==> config.mk <==
export PLATFORM = sky130hd
export DESIGN_NAME = cyrillic_lcd_glyph_allocator_flat
export DESIGN_NICKNAME = d
export VERILOG_FILES = /design/src/hdl/clga_pkg.sv /design/src/hdl/clga_if.sv /design/src/hdl/clga_ctrl.sv /design/src/hdl/clga_dpath.sv /design/src/hdl/cyrillic_lcd_glyph_allocator.sv /design/src/flat_wrapper.sv
export SDC_FILE = /design/constraint.sdc
export NUM_CORES = 1
export LEC_CHECK = 0
export BUFFER_PORTS_ARGS = -buffer_cell sky130_fd_sc_hd__buf_4
export CORE_MARGIN = 3
export CORE_UTILIZATION = 53
export DETAILED_ROUTE_END_ITERATION = 10
export PLACE_DENSITY = 0.74
export SYNTH_ARGS = -nofsm -noshare
export SYNTH_HDL_FRONTEND = slang
export SYNTH_SLANG_ARGS = --single-unit
==> constraint.sdc <==
create_clock -name clock -period 3.6 [get_ports clock]
set_input_delay 0.18 -clock clock [delete_from_list [all_inputs] [get_ports clock]]
set_output_delay 0.18 -clock clock [all_outputs]
set_load 0.02 [all_outputs]
==> src/hdl/clga_pkg.sv <==
// shared types, constants and tables of the cyrillic lcd glyph allocator
package clga_pkg;

   localparam int USER_SLOTS_DEF = 8;
   localparam int ROWS_PER_GLYPH = 8;
   localparam int ROW_W          = $clog2(ROWS_PER_GLYPH);
   localparam int FONT_GLYPHS    = 20;

   localparam logic [7:0] SUBST_RESET = 8'h3F;
   localparam logic [2:0] CYR_PREFIX  = 3'b100;
   localparam logic [7:0] LAST_GLYPH  = 8'h13;

   typedef enum logic [1:0] {
      KIND_CODE = 2'd0,
      KIND_ROW  = 2'd1,
      KIND_ADDR = 2'd2
   } clga_kind_type;

   typedef struct packed {
      logic take_char;
      logic take_eof;
      logic load_row;
   } clga_cmd_type;

   typedef struct packed {
      logic used_zero;
      logic dump_last;
      logic out_free;
   } clga_status_type;

   localparam logic [7:0] RECODE_TABLE [32] = '{
      8'h41, 8'h00, 8'h42, 8'h01, 8'h02, 8'h45, 8'h03, 8'h04,
      8'h05, 8'h06, 8'h4b, 8'h07, 8'h4d, 8'h48, 8'h4f, 8'h08,
      8'h50, 8'h43, 8'h54, 8'h09, 8'h0a, 8'h58, 8'h0b, 8'h0c,
      8'h0d, 8'h0e, 8'h0f, 8'h10, 8'h62, 8'h11, 8'h12, 8'h13
   };

   localparam logic [4:0] FONT_ROM [FONT_GLYPHS][ROWS_PER_GLYPH] = '{
      '{5'h1F,5'h11,5'h10,5'h1E,5'h11,5'h11,5'h1E,5'h00},
      '{5'h1F,5'h10,5'h10,5'h10,5'h10,5'h10,5'h10,5'h00},
      '{5'h0F,5'h05,5'h05,5'h09,5'h11,5'h1F,5'h11,5'h11},
      '{5'h15,5'h15,5'h15,5'h0E,5'h15,5'h15,5'h15,5'h00},
      '{5'h1E,5'h01,5'h01,5'h06,5'h01,5'h01,5'h1E,5'h00},
      '{5'h11,5'h11,5'h13,5'h15,5'h19,5'h11,5'h11,5'h00},
      '{5'h04,5'h15,5'h11,5'h13,5'h15,5'h19,5'h11,5'h00},
      '{5'h0F,5'h05,5'h05,5'h05,5'h05,5'h15,5'h09,5'h00},
      '{5'h1F,5'h11,5'h11,5'h11,5'h11,5'h11,5'h11,5'h00},
      '{5'h11,5'h11,5'h11,5'h0A,5'h04,5'h08,5'h10,5'h00},
      '{5'h0E,5'h15,5'h15,5'h15,5'h0E,5'h04,5'h04,5'h00},
      '{5'h11,5'h11,5'h11,5'h11,5'h11,5'h11,5'h1F,5'h01},
      '{5'h11,5'h11,5'h11,5'h0F,5'h01,5'h01,5'h01,5'h00},
      '{5'h15,5'h15,5'h15,5'h15,5'h15,5'h15,5'h1F,5'h00},
      '{5'h15,5'h15,5'h15,5'h15,5'h15,5'h15,5'h1F,5'h01},
      '{5'h18,5'h08,5'h08,5'h0E,5'h09,5'h09,5'h0E,5'h00},
      '{5'h11,5'h11,5'h11,5'h19,5'h15,5'h15,5'h19,5'h00},
      '{5'h0E,5'h11,5'h05,5'h0B,5'h01,5'h11,5'h0E,5'h00},
      '{5'h12,5'h15,5'h15,5'h1D,5'h15,5'h15,5'h12,5'h00},
      '{5'h0F,5'h11,5'h11,5'h0F,5'h05,5'h09,5'h11,5'h00}
   };

   function automatic logic [4:0] font_row(input logic [4:0] glyph,
                                           input logic [ROW_W-1:0] row);
      logic [4:0] bits;
      bits = 5'd0;
      if (int'(glyph) < FONT_GLYPHS) begin
         bits = FONT_ROM[glyph][row];
      end
      return bits;
   endfunction

endpackage

==> src/hdl/clga_if.sv <==
// valid/ready channel interfaces for character items and result items
interface clga_req_if;
   logic       valid;
   logic       ready;
   logic       mode;
   logic [7:0] char_code;
   logic       row_begin;

   modport source (output valid, mode, char_code, row_begin, input ready);
   modport sink   (input valid, mode, char_code, row_begin, output ready);
endinterface

interface clga_rsp_if;
   logic       valid;
   logic       ready;
   logic [1:0] kind;
   logic [7:0] data;
   logic       row_mark;
   logic       glyph_start;
   logic       last;

   modport source (output valid, kind, data, row_mark, glyph_start, last, input ready);
   modport sink   (input valid, kind, data, row_mark, glyph_start, last, output ready);
endinterface

==> src/hdl/clga_ctrl.sv <==
// controller state machine: character pass and end-of-frame glyph dump
module clga_ctrl (
   input  logic                       clock,
   input  logic                       reset,
   input  logic                       req_valid,
   input  logic                       req_mode,
   output logic                       req_ready,
   input  clga_pkg::clga_status_type  status,
   output clga_pkg::clga_cmd_type     cmd
);

   typedef enum logic [1:0] {
      ST_RUN  = 2'b01,
      ST_DUMP = 2'b10
   } state_type;

   state_type state_ff, state_in;
   logic      take;

   assign req_ready = (state_ff == ST_RUN) && status.out_free;
   assign take      = req_valid && req_ready;

   always_comb begin
      cmd.take_char = take && !req_mode;
      cmd.take_eof  = take && req_mode;
      cmd.load_row  = (state_ff == ST_DUMP) && status.out_free;
   end

   always_comb begin
      state_in = state_ff;
      unique case (state_ff)
         ST_RUN: begin
            if (cmd.take_eof && !status.used_zero) begin
               state_in = ST_DUMP;
            end
         end
         ST_DUMP: begin
            if (cmd.load_row && status.dump_last) begin
               state_in = ST_RUN;
            end
         end
         default: state_in = ST_RUN;
      endcase
   end

   always_ff @(posedge clock) begin
      if (reset) begin
         state_ff <= ST_RUN;
      end else begin
         state_ff <= state_in;
      end
   end

endmodule

==> src/hdl/clga_dpath.sv <==
// datapath: recoding, slot store and compare, glyph row counters, output register
module clga_dpath #(
   parameter int USER_SLOTS = clga_pkg::USER_SLOTS_DEF
) (
   input  logic                       clock,
   input  logic                       reset,
   input  logic                       csr_wr_en,
   input  logic [7:0]                 csr_wr_data,
   input  logic [7:0]                 req_char_code,
   input  logic                       req_row_begin,
   input  clga_pkg::clga_cmd_type     cmd,
   output clga_pkg::clga_status_type  status,
   clga_rsp_if.source                 rsp
);

   localparam int USED_W = $clog2(USER_SLOTS + 1);
   localparam int IDX_W  = (USER_SLOTS > 1) ? $clog2(USER_SLOTS) : 1;
   localparam int ROW_W  = clga_pkg::ROW_W;

   logic [4:0]        slot_glyph_ff [USER_SLOTS];
   logic [USED_W-1:0] used_ff, used_in;
   logic [IDX_W-1:0]  idx_ff, idx_in;
   logic [ROW_W-1:0]  row_ff, row_in;
   logic [7:0]        subst_ff;

   logic              valid_ff, valid_in;
   logic [1:0]        kind_ff;
   logic [7:0]        data_ff;
   logic              mark_ff, start_ff, last_ff;

   logic [7:0]        glyph_code;
   logic              cyr, lookalike, hit_any, alloc;
   logic [IDX_W-1:0]  hit_idx;
   logic [7:0]        char_data;
   logic [4:0]        dump_glyph;

   assign status.out_free  = !valid_ff || rsp.ready;
   assign status.used_zero = (used_ff == '0);
   assign status.dump_last = ((USED_W'(idx_ff) + USED_W'(1)) == used_ff)
                             && (row_ff == ROW_W'(clga_pkg::ROWS_PER_GLYPH - 1));

   // character mapping
   always_comb begin
      glyph_code = clga_pkg::RECODE_TABLE[req_char_code[4:0]];
      cyr        = (req_char_code[7:5] == clga_pkg::CYR_PREFIX);
      lookalike  = (glyph_code > clga_pkg::LAST_GLYPH);
      hit_any    = 1'b0;
      hit_idx    = '0;
      for (int i = USER_SLOTS - 1; i >= 0; i--) begin
         if ((USED_W'(i) < used_ff) && (slot_glyph_ff[i] == glyph_code[4:0])) begin
            hit_any = 1'b1;
            hit_idx = IDX_W'(i);
         end
      end
      alloc = 1'b0;
      priority if (!cyr) begin
         char_data = req_char_code;
      end else if (lookalike) begin
         char_data = glyph_code;
      end else if (hit_any) begin
         char_data = 8'(hit_idx);
      end else if (used_ff >= USED_W'(USER_SLOTS)) begin
         char_data = subst_ff;
      end else begin
         char_data = 8'(used_ff);
         alloc     = 1'b1;
      end
   end

   assign dump_glyph = slot_glyph_ff[idx_ff];

   always_comb begin
      used_in = used_ff;
      idx_in  = idx_ff;
      row_in  = row_ff;
      if (cmd.take_char && alloc) begin
         used_in = used_ff + USED_W'(1);
      end
      if (cmd.take_eof) begin
         idx_in = '0;
         row_in = '0;
      end
      if (cmd.load_row) begin
         row_in = row_ff + ROW_W'(1);
         if (row_ff == ROW_W'(clga_pkg::ROWS_PER_GLYPH - 1)) begin
            idx_in = idx_ff + IDX_W'(1);
         end
         if (status.dump_last) begin
            used_in = '0;
         end
      end
   end

   always_comb begin
      valid_in = valid_ff;
      if (cmd.take_char || (cmd.take_eof && status.used_zero) || cmd.load_row) begin
         valid_in = 1'b1;
      end else if (rsp.ready) begin
         valid_in = 1'b0;
      end
   end

   always_ff @(posedge clock) begin
      if (reset) begin
         used_ff  <= '0;
         idx_ff   <= '0;
         row_ff   <= '0;
         valid_ff <= 1'b0;
         subst_ff <= clga_pkg::SUBST_RESET;
      end else begin
         used_ff  <= used_in;
         idx_ff   <= idx_in;
         row_ff   <= row_in;
         valid_ff <= valid_in;
         if (csr_wr_en) begin
            subst_ff <= csr_wr_data;
         end
      end
   end

   always_ff @(posedge clock) begin
      if (cmd.take_char && alloc) begin
         slot_glyph_ff[used_ff[IDX_W-1:0]] <= glyph_code[4:0];
      end
   end

   always_ff @(posedge clock) begin
      if (cmd.take_char) begin
         kind_ff  <= clga_pkg::KIND_CODE;
         data_ff  <= char_data;
         mark_ff  <= req_row_begin;
         start_ff <= 1'b0;
         last_ff  <= 1'b1;
      end else if (cmd.take_eof && status.used_zero) begin
         kind_ff  <= clga_pkg::KIND_ADDR;
         data_ff  <= 8'd0;
         mark_ff  <= 1'b0;
         start_ff <= 1'b1;
         last_ff  <= 1'b1;
      end else if (cmd.load_row) begin
         kind_ff  <= clga_pkg::KIND_ROW;
         data_ff  <= {3'b000, clga_pkg::font_row(dump_glyph, row_ff)};
         mark_ff  <= 1'b0;
         start_ff <= (idx_ff == '0) && (row_ff == '0);
         last_ff  <= status.dump_last;
      end
   end

   assign rsp.valid       = valid_ff;
   assign rsp.kind        = kind_ff;
   assign rsp.data        = data_ff;
   assign rsp.row_mark    = mark_ff;
   assign rsp.glyph_start = start_ff;
   assign rsp.last        = last_ff;

`ifndef SYNTHESIS
   a_used_bound: assert property (@(posedge clock) disable iff (reset)
      used_ff <= USED_W'(USER_SLOTS))
      else $error("slot count beyond slot store");

   a_dump_clears: assert property (@(posedge clock) disable iff (reset)
      (cmd.load_row && status.dump_last) |=> (used_ff == '0))
      else $error("slots not freed after glyph dump");

   a_addr_alone_last: assert property (@(posedge clock) disable iff (reset)
      (valid_ff && (kind_ff == clga_pkg::KIND_ADDR)) |-> (last_ff && start_ff))
      else $error("address command item not marked first and last");

   a_no_take_in_dump: assert property (@(posedge clock) disable iff (reset)
      cmd.load_row |-> !(cmd.take_char || cmd.take_eof))
      else $error("item taken during glyph dump");
`endif

endmodule

==> src/hdl/cyrillic_lcd_glyph_allocator.sv <==
// top level of the cyrillic lcd glyph allocator
//
//  channel   dir  handshake      payload
//  req_chan  in   valid/ready    mode, char_code, row_begin
//  rsp_chan  out  valid/ready    kind, data, row_mark, glyph_start, last
//  csr       in   csr_wr_en      csr_wr_data (substitute code)
//
// a character item's result is registered and shows on rsp_chan in the cycle after it is taken
// end of frame gives one item per cycle unless output stalls: 8 row bytes per allocated slot
// from the font rom (one address item if no slot is used); no item is taken while the glyph dump runs
// a stalled result holds in the output register; a new item is taken if it drains that cycle
// synchronous reset frees all slots and sets the substitute code to '?'
module cyrillic_lcd_glyph_allocator #(
   parameter int USER_SLOTS = clga_pkg::USER_SLOTS_DEF
) (
   input  logic       clock,
   input  logic       reset,
   input  logic       csr_wr_en,
   input  logic [7:0] csr_wr_data,
   clga_req_if.sink   req_chan,
   clga_rsp_if.source rsp_chan
);

   clga_pkg::clga_cmd_type    cmd;
   clga_pkg::clga_status_type status;
   logic                      ready;

   assign req_chan.ready = ready;

   clga_ctrl u_ctrl (
      .clock     (clock),
      .reset     (reset),
      .req_valid (req_chan.valid),
      .req_mode  (req_chan.mode),
      .req_ready (ready),
      .status    (status),
      .cmd       (cmd)
   );

   clga_dpath #(
      .USER_SLOTS (USER_SLOTS)
   ) u_dpath (
      .clock         (clock),
      .reset         (reset),
      .csr_wr_en     (csr_wr_en),
      .csr_wr_data   (csr_wr_data),
      .req_char_code (req_chan.char_code),
      .req_row_begin (req_chan.row_begin),
      .cmd           (cmd),
      .status        (status),
      .rsp           (rsp_chan)
   );

endmodule

==> src/flat_wrapper.sv <==
// flat-port wrapper written by rule: the top's interface ports become plain ports
module cyrillic_lcd_glyph_allocator_flat 
#(
   parameter int USER_SLOTS = clga_pkg::USER_SLOTS_DEF
)
  (clock, reset, csr_wr_en, csr_wr_data, req_chan_valid, req_chan_mode, req_chan_char_code, req_chan_row_begin, req_chan_ready, rsp_chan_valid, rsp_chan_kind, rsp_chan_data, rsp_chan_row_mark, rsp_chan_glyph_start, rsp_chan_last, rsp_chan_ready);
  clga_req_if req_chan_i ();
  clga_rsp_if rsp_chan_i ();
  input  logic clock;
  input  logic reset;
  input  logic csr_wr_en;
  input  logic [7:0] csr_wr_data;
  input wire logic [$bits(req_chan_i.valid)-1:0] req_chan_valid;
  input wire logic [$bits(req_chan_i.mode)-1:0] req_chan_mode;
  input wire logic [$bits(req_chan_i.char_code)-1:0] req_chan_char_code;
  input wire logic [$bits(req_chan_i.row_begin)-1:0] req_chan_row_begin;
  output wire logic [$bits(req_chan_i.ready)-1:0] req_chan_ready;
  output wire logic [$bits(rsp_chan_i.valid)-1:0] rsp_chan_valid;
  output wire logic [$bits(rsp_chan_i.kind)-1:0] rsp_chan_kind;
  output wire logic [$bits(rsp_chan_i.data)-1:0] rsp_chan_data;
  output wire logic [$bits(rsp_chan_i.row_mark)-1:0] rsp_chan_row_mark;
  output wire logic [$bits(rsp_chan_i.glyph_start)-1:0] rsp_chan_glyph_start;
  output wire logic [$bits(rsp_chan_i.last)-1:0] rsp_chan_last;
  input wire logic [$bits(rsp_chan_i.ready)-1:0] rsp_chan_ready;
  assign req_chan_i.valid = req_chan_valid;
  assign req_chan_i.mode = req_chan_mode;
  assign req_chan_i.char_code = req_chan_char_code;
  assign req_chan_i.row_begin = req_chan_row_begin;
  assign req_chan_ready = req_chan_i.ready;
  assign rsp_chan_valid = rsp_chan_i.valid;
  assign rsp_chan_kind = rsp_chan_i.kind;
  assign rsp_chan_data = rsp_chan_i.data;
  assign rsp_chan_row_mark = rsp_chan_i.row_mark;
  assign rsp_chan_glyph_start = rsp_chan_i.glyph_start;
  assign rsp_chan_last = rsp_chan_i.last;
  assign rsp_chan_i.ready = rsp_chan_ready;
  cyrillic_lcd_glyph_allocator #(.USER_SLOTS(USER_SLOTS)) u_core (.clock(clock), .reset(reset), .csr_wr_en(csr_wr_en), .csr_wr_data(csr_wr_data), .req_chan(req_chan_i), .rsp_chan(rsp_chan_i));
endmodule
==> results of run 1 <==
==> state kept, by name, indices dropped and copies added (netlist names), 2 cells and up <==
| signal | count |
|---|---|
| u_core.u_dpath.rsp.data | 8 |
| u_core.u_dpath.rsp.kind | 2 |
| u_core.u_dpath.used_ff | 4 |
| u_core.u_dpath.slot_glyph_ff | 40 |
| u_core.u_dpath.row_ff | 3 |
| u_core.u_dpath.idx_ff | 3 |
| u_core.u_ctrl.state_ff | 2 |
| u_core.u_dpath.subst_ff | 8 |
==> worst max-delay path: stages, from the launching register on <==
cell and delay [ns]:
dfxtp_1 0.61, mux4_2 0.39, mux2i_2 0.24, inv_1 0.12
ha_1 0.39, buf_12 0.17, a22o_1 0.21, a221oi_1 0.36
nor4_1 0.09, or3_1 0.35, a211o_1 0.27
==> final timing paths <==
check,end,slack (ns),startpoint
worst min-delay path,u_core.u_dpath.subst_ff[1]$_SDFFE_PP1P_,0.03,csr_wr_data[1]
worst max register to register,u_core.u_dpath.rsp.data[2]$_DFFE_PP_,0.14,u_core.u_dpath.idx_ff[2]$_SDFF_PP0_
worst max-delay path,u_core.u_dpath.rsp.data[2]$_DFFE_PP_,0.14,u_core.u_dpath.idx_ff[2]$_SDFF_PP0_
worst min register to register,u_core.u_dpath.rsp.kind[1]$_SDFFE_PP0P_,0.47,u_core.u_dpath.rsp.kind[1]$_SDFFE_PP0P_
==> cells in the final DEF, fill, tap and decap left out, types with 6 or more instances in the layout <==
cell type / synthesis / layout
mux4_2: 12 / 12
a211oi_1: 8 / 8
xnor2_1: 31 / 31
clkbuf_8: 0 / 9
a21boi_0: 8 / 8
a31oi_1: 10 / 10
dfxtp_1: 25 / 24
nor4_1: 17 / 17
or3_1: 6 / 6
xor2_1: 8 / 8
nand2b_1: 20 / 20
o21ai_0: 20 / 19
nor3_1: 11 / 11
nor2b_1: 9 / 9
o211ai_1: 6 / 6
ha_1: 22 / 22
edfxtp_1: 49 / 49
mux2i_1: 11 / 9
o22ai_1: 7 / 7
nand2_1: 45 / 45
a21oi_1: 30 / 30
a311oi_1: 6 / 6
nand3_1: 19 / 19
a211o_1: 13 / 13
inv_1: 14 / 14
buf_4: 0 / 82
nor2_1: 39 / 39
==> per-layer routing <==
layer | share of wire [%] | vias up | global-route usage [%]
li1 | - | 2319 | -
met1 | 41 | 2455 | 40.1
met2 | 49 | 250 | 48.7
met3 | 6.1 | 54 | 4.06
met4 | 4.3 | 0 | 14.4
met5 | 0 | - | 0
==> stage by stage <==
step	setup TNS (ns)	hold slack, ns	power (mW)	instances
after floorplan	0	0.298	1.16	580
after global placement	0	0.387	1.27	756
after detailed placement	-0.477	0.393	1.27	756
after CTS	0	0.0177	1.89	772
after global routing	0	0.0230	1.96	772
final	0	0.0301	1.89	772
==> power breakdown <==
| group | leakage, nW | switching [mW] | internal [mW] | total (mW) |
|---|---|---|---|---|
| sequential | 0.657 | 0.0106 | 0.932 | 0.943 |
| clock | 0.0933 | 0.307 | 0.319 | 0.627 |
| combinational | 1.61 | 0.189 | 0.131 | 0.320 |
==> cell type report <==
class | instances | area [um2] | share of cell area [%]
clock buffer | 11 | 131 | 2.06
clock inverter | 5 | 56.3 | 0.885
inverter | 20 | 75.1 | 1.18
multi-input combinational | 445 | 3300 | 51.9
sequential | 74 | 1970 | 31.0
tap | 133 | 166 | 2.62
timing repair buffer | 84 | 656 | 10.3
==> synthesized netlist by cell type, types with 8 or more instances <==
cell type	number
a31oi_1	10
mux4_2	12
edfxtp_1	49
a211oi_1	8
xnor2_1	31
a21boi_0	8
buf_2	12
mux2i_1	11
nand2b_1	20
nor4_1	17
nand2_1	45
nor2b_1	9
dfxtp_1	25
inv_1	14
nor3_1	11
nand3_1	19
ha_1	22
xor2_1	8
a211o_1	13
a21oi_1	30
clkbuf_1	23
o21ai_0	20
nor2_1	39
==> cell families after synthesis <==
logic type | synth area share (%)
xor+xnor | 6.20
fa+ha+maj | 5.00
flops | 35.8
buf+inv | 4.84
compound gates | 20.8
mux | 8.95
simple gates | 18.4
==> impl_metrics.py, run 1 <==
metrics = {
    "status": {
        "status": "completed",
    },
    "floorplanning": {
        "ios": 38,
        "die_w_um": 108,
        "coreArea_um2": 9950,
        "initial_utilization_pct": 55.3,
        "die-area_um2": 11700,
        "row_count": 36,
        "die_h_um": 108,
    },
    "hold_path": {
        "hold_class": "in2reg",
        "whs_path_depth": 2,
    },
    "sta": {
        "final.min_clock_period_ns": 3.46,
        "final.period_utilization_pct": 96.1,
        "hold_viol": 0,
        "setup_ws_ns": 0.140,
        "maxSlewViolCount": 0,
        "slew_headroom_pct": 57.0,
        "fmax_mhz": 289,
        "worstMarginPinSlew_ns": 0.644,
        "skew_ns": 0.00692,
        "rsz0062_at_grt": "no",
        "finalSetupViolCount": 0,
    },
    "flow_run": {
        "drv_cap": 0,
    },
    "power": {
        "powerDensity_nw_per_um2": 297,
        "p_leak_nw": 2.36,
        "ir_worst_vdd_v": 0.000373,
    },
    "yosys": {
        "synth_edf_count": 49,
        "ys.flop_type": "edfxtp_1",
        "synth_cell_type_count": 76,
        "netlist_instances": 580,
        "syn_avg_cell_area_um2": 9.50,
        "async_flop_share_pct": 0,
        "synthTopCellsByArea": "edfxtp_1 (27%), dfxtp_1 (9.1%), ha_1 (5.0%)",
        "yosys_register_bits": 74,
        "synth_top_area_share_pct": 26.7,
        "syn_area_um2": 5510,
        "yosysWarnings": 0,
        "yosys.area.top_type": "edfxtp_1",
        "syn_nets": 625,
        "seq_area_frac_synth_pct": 35.8,
    },
    "final_layout": {
        "post-route-util_pct": 63.9,
        "stdcell_area_um2": 6360,
        "fillers": 843,
        "fin_nets": 679,
        "drive_gt1_share_pct": 21.0,
        "area_growth_pct": 15.5,
        "num_antenna_cells": 0,
    },
    "place": {
        "post-place-ws_ns": -0.0389,
        "numPortBuffers": 37,
        "place_area_um2": 6140,
        "gp_congestion": 0.997,
        "dpl.hpwl_mm": 12.9,
    },
    "setup_path": {
        "critPathKind": "reg2reg",
        "cp-start-kind": "flip-flop",
        "critical_path_required_ns": 3.71,
        "path_max_fanout": 10,
        "arrival_ns": 3.57,
        "reg2reg_depth": 10,
        "critical_path.endpoint_type": "flip-flop",
    },
    "clock_network": {
        "htree_levels": 3,
        "cts_resized": 2,
        "cts_num_sinks": 74,
        "cts-buffers-inserted": 9,
        "clock_path_buffers": 2,
        "cts.reportedPaths.clkPinSlew_ns": 0.08,
        "cts_tree": "yes",
        "clock_latency_ns": 0.35,
        "cts_root_buf": "clkbuf_8",
        "post_cts_buffers": 0,
        "cts_hold_buf": 0,
    },
    "detailed_routing": {
        "routedWlPerCell_um": 22.2,
        "route.detailed.drc": 0,
        "drtIter0Drc": 420,
        "dr.pass1.iters": 5,
        "antenna_left": 0,
        "viasPerCell": 6.58,
        "vias": 5078,
        "wirelength_mm": 17.2,
    },
    "global_routing": {
        "gr-total-overflow": 0,
        "grt_pass1_wl_mm": 26.8,
        "grtUsageTotal_pct": 30.1,
        "grt_pass1_vias": 4862,
        "grt_antenna_before_repair": 0,
        "grt_max_degree": 29,
    },
}
Power figures use the tool's default switching activity.
==> inputs of run 2 (changes only) <==
--- a/config.mk
+++ b/config.mk
@@ -6,9 +6,11 @@
 export NUM_CORES = 1
 export LEC_CHECK = 0
 export BUFFER_PORTS_ARGS = -buffer_cell sky130_fd_sc_hd__buf_4
+export CORE_ASPECT_RATIO = 0.75
 export CORE_MARGIN = 3
 export CORE_UTILIZATION = 53
 export DETAILED_ROUTE_END_ITERATION = 10
+export MAX_ROUTING_LAYER = met4
 export PLACE_DENSITY = 0.74
 export SYNTH_ARGS = -nofsm -noshare
 export SYNTH_HDL_FRONTEND = slang
==> run 2 against run 1 <==
The flow now finishes with violations (setup timing). Hold slack better by 0.010 ns. Clock skew up 0.0011 ns. Die area up 0.11%. Register-to-register slack worse by 0.06 ns. Power up 18%. Critical path type is now in2reg. Largest power group is now the clock network.
==> impl_metrics.py, run 2 (synthesized netlist as in run 1, its figures left out) <==
metrics = {
    "floorplanning": {
        "coreArea_um2": 9890,
        "initial_utilization_pct": 55.7,
        "ios": 38,
        "die-area_um2": 11700,
        "die_h_um": 94.3,
        "row_count": 31,
        "die_w_um": 124,
    },
    "final_layout": {
        "num_antenna_cells": 0,
        "largest_reg_flops": 40,
        "area_growth_pct": 18.4,
        "drive_gt1_share_pct": 22.7,
        "mostFrequentLayoutCells": "buf_4 (94), edfxtp_1 (49), nand2_1 (45)",
        "layout_commonest_cell": "buf_4",
        "fin_nets": 689,
    },
    "clock_network": {
        "cts_tree": "yes",
        "cts-buffers-inserted": 9,
        "cts_root_buf": "clkbuf_16",
        "cts_num_sinks": 74,
        "clock_path_buffers": 2,
        "htree_levels": 3,
        "cts.reportedPaths.clkPinSlew_ns": 0.06,
        "clock_latency_ns": 0.34,
    },
    "sta": {
        "finalSetupViolCount": 10,
        "final.min_clock_period_ns": 3.68,
        "hold_viol": 0,
        "rsz0062_at_grt": "yes",
        "setup_ws_ns": -0.0796,
        "final.period_utilization_pct": 102,
        "worstMarginPinSlew_ns": 1.07,
        "slew_headroom_pct": 28.1,
        "skew_ns": 0.00800,
        "maxSlewViolCount": 0,
        "timing.hold.ws_ns": 0.0403,
        "fmax_mhz": 272,
        "tns_ns": -0.420,
    },
    "global_routing": {
        "grt_max_degree": 23,
        "grt_antenna_before_repair": 0,
        "grt_pass1_vias": 4892,
        "grtUsageTotal_pct": 32.9,
        "grt_pass1_wl_mm": 27.8,
        "gr-total-overflow": 0,
    },
    "setup_path": {
        "crit_path_max_incr_delay_ns": 0.93,
        "critPathKind": "in2reg",
        "path_common_cell": "buf_4",
        "critical_path_required_ns": 3.56,
        "arrival_ns": 3.64,
        "cpLargestDelayFamily": "simple AND/OR/NAND/NOR gates",
        "path_buf_inv": 3,
        "path_max_fanout": 17,
        "critical_path.endpoint_type": "flip-flop",
        "cp-start-kind": "primary input",
        "crit_chain": "buf_4, inv_1, ha_1, mux2_1, mux4_2, buf_4, xor2_1, or4_4, nor4bb_1, nand3_2, nor4_1",
        "cp_slowest_cell": "nor4_1",
    },
    "detailed_routing": {
        "highest_layer": "met4",
        "drtIter0Drc": 550,
        "route.detailed.drc": 0,
        "viasPerCell": 6.71,
        "wirelength_mm": 18.0,
        "antenna_left": 0,
        "met2_length_mm": 7.14,
        "wl_met3_mm": 2.26,
        "vias": 5238,
        "wl_met1_mm": 8.38,
        "routedWlPerCell_um": 23.0,
        "dr.pass1.iters": 5,
    },
    "place": {
        "numPortBuffers": 37,
        "dpl.hpwl_mm": 13.6,
        "gp_congestion": 1.04,
    },
    "status": {
        "status": "finished, violations left",
        "violations": "setup timing",
    },
    "hold_path": {
        "hold_class": "in2reg",
    },
    "flow_run": {
        "drv_cap": 0,
    },
    "power": {
        "powerDensity_nw_per_um2": 342,
        "p_leak_nw": 2.44,
        "ir_worst_vdd_v": 0.000309,
    },
}
## run 2: where the power goes
part / total [mW] / internal, mW / switching, mW
Combinational: 0.336 / 0.139 / 0.197
Clock: 0.954 / 0.549 / 0.404
Sequential: 0.943 / 0.933 / 0.0104
Total: 2.23 / 1.62 / 0.611
## run 2: layout make-up
type                    instances  area (um2)
repair buffers                 94         706
inverters                      20        75.1
well taps                     132         165
fillers                       807        3370
clock inverters                 7        82.6
clock buffers                   9         225
flip-flops and latches         74        1970
multi-input cells             445        3290
## run 2: per-stage QoR
step	cell area [um2]	cells	power, mW	worst slack [ns]	utilization, %
2_1_floorplan	5510	580	1.16	0.0167	-
3_5_place_dp	6190	765	1.29	-0.352	62.6
6_report	6520	781	2.23	-0.0796	65.9
4_1_cts	6510	781	2.23	0.0182	65.8
5_1_grt	6520	781	2.31	-0.243	65.9
3_3_place_gp	6190	765	1.28	-0.0893	62.6
## run 2: routing by layer
layer  global-route usage [%]  vias up
met2                     43.0      339
met1                     48.9     2534
met3                     11.0       18
met4                     6.91        0
met5                        -        -
li1                         -     2347
## run 2: final timing paths
path / start / depth (start not counted) / slack [ns] / end
worst min register to register: u_core.u_dpath.rsp.kind[0]$_SDFFE_PP0P_ / 1 / 0.48 / u_core.u_dpath.rsp.kind[0]$_SDFFE_PP0P_
worst max register to register: u_core.u_dpath.used_ff[1]$_SDFF_PP0_ / 10 / 0.08 / u_core.u_dpath.slot_glyph_ff[2][0]$_DFFE_PP_
worst min-delay path: csr_wr_data[3] / 2 / 0.04 / u_core.u_dpath.subst_ff[3]$_SDFFE_PP1P_
worst max-delay path: req_chan_char_code[0] / 11 / -0.08 / u_core.u_dpath.slot_glyph_ff[2][0]$_DFFE_PP_
## run 2: timing repair
| action | in CTS | in global routing |
|---|---|---|
| gates resized for setup | 1 | 4 |
| setup endpoints to repair | 3 | 39 |
| setup buffers | 0 | 0 |
| hold buffers | 0 | 0 |
## run 2: worst reg2reg max path, stage by stage (launching register included)
cell,delay [ns]
dfxtp_1,0.31
inv_1,0.08
ha_1,0.17
nor3b_1,0.51
nand2b_1,0.18
a21oi_1,0.04
o21ai_0,0.24
o41a_1,0.20
and4bb_1,0.24
nand3_2,0.22
nor4_1,0.94
==> inputs of run 3 (changes only) <==
--- a/config.mk
+++ b/config.mk
@@ -12,6 +12,7 @@
 export DETAILED_ROUTE_END_ITERATION = 10
 export MAX_ROUTING_LAYER = met4
 export PLACE_DENSITY = 0.74
+export RECOVER_POWER = 100
 export SYNTH_ARGS = -nofsm -noshare
 export SYNTH_HDL_FRONTEND = slang
 export SYNTH_SLANG_ARGS = --single-unit
==> run 3 against run 2 <==
The flow still finishes with violations (setup timing). Highest routed layer unchanged. Clock power about the same. Critical path type unchanged. Sequential power about the same. Clock skew up 0.00062 ns. Worst setup slack better by 0.065 ns. Critical endpoint unchanged. Sequential cell count unchanged. Hold slack better by 0.0011 ns. Register-to-register slack better by 0.08 ns. Power down 0.73%. Wire length down 0.10%. Combinational power down 4%.
==> impl_metrics.py, run 3 (synthesized netlist as in run 1, its figures left out) <==
metrics = {
    "sta": {
        "worstMarginPinSlew_ns": 1.01,
        "maxSlewViolCount": 0,
        "hold_viol": 0,
        "finalSetupViolCount": 5,
        "fmax_mhz": 277,
        "final.min_clock_period_ns": 3.61,
        "setup_ws_ns": -0.0150,
        "slew_headroom_pct": 32.0,
        "rsz0062_at_grt": "yes",
        "final.period_utilization_pct": 100,
        "skew_ns": 0.00862,
    },
    "power": {
        "ir_worst_vdd_v": 0.000310,
        "power.internal_mw": 1.61,
        "swShare_pct": 27.5,
        "pwr-share-clk_pct": 43.0,
        "p_leak_nw": 2.36,
        "powerDensity_nw_per_um2": 345,
        "share_comb_of_total_power_pct": 14.5,
        "p_seq_share_pct": 42.6,
        "switching_power_uw": 610,
    },
    "floorplanning": {
        "coreArea_um2": 9890,
        "initial_utilization_pct": 55.7,
        "ios": 38,
        "die-area_um2": 11700,
        "die_h_um": 94.3,
        "die_w_um": 124,
        "row_count": 31,
    },
    "global_routing": {
        "grt_max_degree": 23,
        "gr-total-overflow": 0,
        "grtUsageTotal_pct": 32.9,
        "grt_antenna_before_repair": 0,
        "grt_pass1_vias": 4892,
        "grt_pass1_wl_mm": 27.8,
    },
    "detailed_routing": {
        "dr.pass1.iters": 5,
        "viasPerCell": 6.71,
        "wl_met3_mm": 2.40,
        "met2_length_mm": 7.28,
        "wl_met1_mm": 8.08,
        "antenna_left": 0,
        "wirelength_mm": 17.9,
        "drtIter0Drc": 720,
        "routedWlPerCell_um": 23.0,
        "highest_layer": "met4",
        "route.detailed.drc": 0,
        "vias": 5244,
    },
    "setup_path": {
        "cp-start-kind": "primary input",
        "critical_path.endpoint_type": "flip-flop",
        "cp_slowest_cell": "nor4_1",
        "arrival_ns": 3.58,
        "cpLargestDelayFamily": "simple AND/OR/NAND/NOR gates",
        "path_max_fanout": 17,
        "path_common_cell": "buf_4",
        "critical_path_required_ns": 3.57,
        "crit_path_max_incr_delay_ns": 0.89,
        "crit_chain": "buf_4, inv_1, ha_1, mux2_1, mux4_2, buf_4, xor2_1, or4_4, nor4bb_1, nand3_2, nor4_1",
        "critPathKind": "in2reg",
        "path_buf_inv": 3,
    },
    "clock_network": {
        "clock_path_buffers": 2,
        "cts_num_sinks": 74,
        "post_cts_buffers": 0,
        "cts_root_buf": "clkbuf_16",
        "clock_latency_ns": 0.35,
        "cts-buffers-inserted": 9,
        "htree_levels": 3,
        "cts_tree": "yes",
        "cts.reportedPaths.clkPinSlew_ns": 0.06,
    },
    "final_layout": {
        "fin_cells": 781,
        "mostFrequentLayoutCells": "buf_4 (72), edfxtp_1 (49), nand2_1 (45)",
        "largest_reg_flops": 40,
        "post-route-util_pct": 65.0,
        "drive_gt1_share_pct": 18.8,
        "fin_nets": 689,
        "num_antenna_cells": 0,
        "area_growth_pct": 16.8,
        "layout_commonest_cell": "buf_4",
    },
    "flow_run": {
        "drv_cap": 0,
    },
    "status": {
        "violations": "setup timing",
        "status": "finished, violations left",
    },
    "hold_path": {
        "hold_class": "in2reg",
    },
    "place": {
        "gp_congestion": 1.04,
        "post-place-ws_ns": -0.352,
        "dpl.hpwl_mm": 13.6,
        "numPortBuffers": 37,
        "numPlacedInstances": 765,
    },
}
==> run 3: path summary, 6_finish.rpt <==
| kind | end | slack, ns | depth (start not counted) | startpoint |
|---|---|---|---|---|
| setup / recovery | u_core.u_dpath.slot_glyph_ff[2][0]$_DFFE_PP_ | -0.01 | 11 | req_chan_char_code[0] |
| setup reg to reg | u_core.u_dpath.rsp.data[2]$_DFFE_PP_ | 0.16 | 10 | u_core.u_dpath.idx_ff[1]$_SDFF_PP0_ |
| hold reg to reg | u_core.u_dpath.rsp.kind[0]$_SDFFE_PP0P_ | 0.47 | 1 | u_core.u_dpath.rsp.kind[0]$_SDFFE_PP0P_ |
| hold / removal | u_core.u_dpath.subst_ff[3]$_SDFFE_PP1P_ | 0.04 | 2 | csr_wr_data[3] |
==> run 3: power groups by stage <==
| stage | combinational [mW] | sequential (mW) | clock (mW) |
|---|---|---|---|
| 5_1_grt | 0.344 | 0.944 | 1.00 |
| 3_3_place_gp | 0.324 | 0.961 | 0 |
| 3_5_place_dp | 0.328 | 0.961 | 0 |
| 2_1_floorplan | 0.189 | 0.973 | 0 |
| 4_1_cts | 0.330 | 0.943 | 0.958 |
| 6_report | 0.321 | 0.943 | 0.953 |
==> run 3: cell type report <==
class                   instances  area [um2]
fillers                       837        3460
multi-input cells             445        3290
flip-flops and latches         74        1970
repair buffers                 94         623
clock buffers                   9         225
well taps                     132         165
clock inverters                 7        82.6
inverters                      20        75.1
==> run 3: metrics by stage <==
step           instance area (um2)  power (mW)  hold slack (ns)  setup TNS [ns]
4_1_cts                       6510        2.23           0.0357               0
2_1_floorplan                 5510        1.16            0.298               0
5_1_grt                       6430        2.29           0.0414           -4.50
6_report                      6430        2.22           0.0414         -0.0642
3_5_place_dp                  6190        1.29            0.390          -10.74
3_3_place_gp                  6190        1.28            0.385           -1.53
==> run 3: timing repair <==
action	CTS	global route
resized for setup	1	4
hold buffers	0	0
endpoints found under the setup margin	3	39
pin swaps	0	0
==> run 3: metal layers <==
layer,vias to the layer above,GRT usage [%]
li1,2337,-
met1,2540,48.9
met2,348,43.0
met3,19,11.0
met4,0,6.91
met5,-,-
==> run 3: worst register-to-register path, delay by kind of cell, from the launching register on <==
family / cells / cell delay [ns]
DFF: 1 / 0.43
and+or+nand+nor: 3 / 0.63
muxes: 2 / 0.80
adders and majority gates: 1 / 0.40
AOI/OAI and AO/OA: 3 / 0.78
buffers and inverters: 1 / 0.13
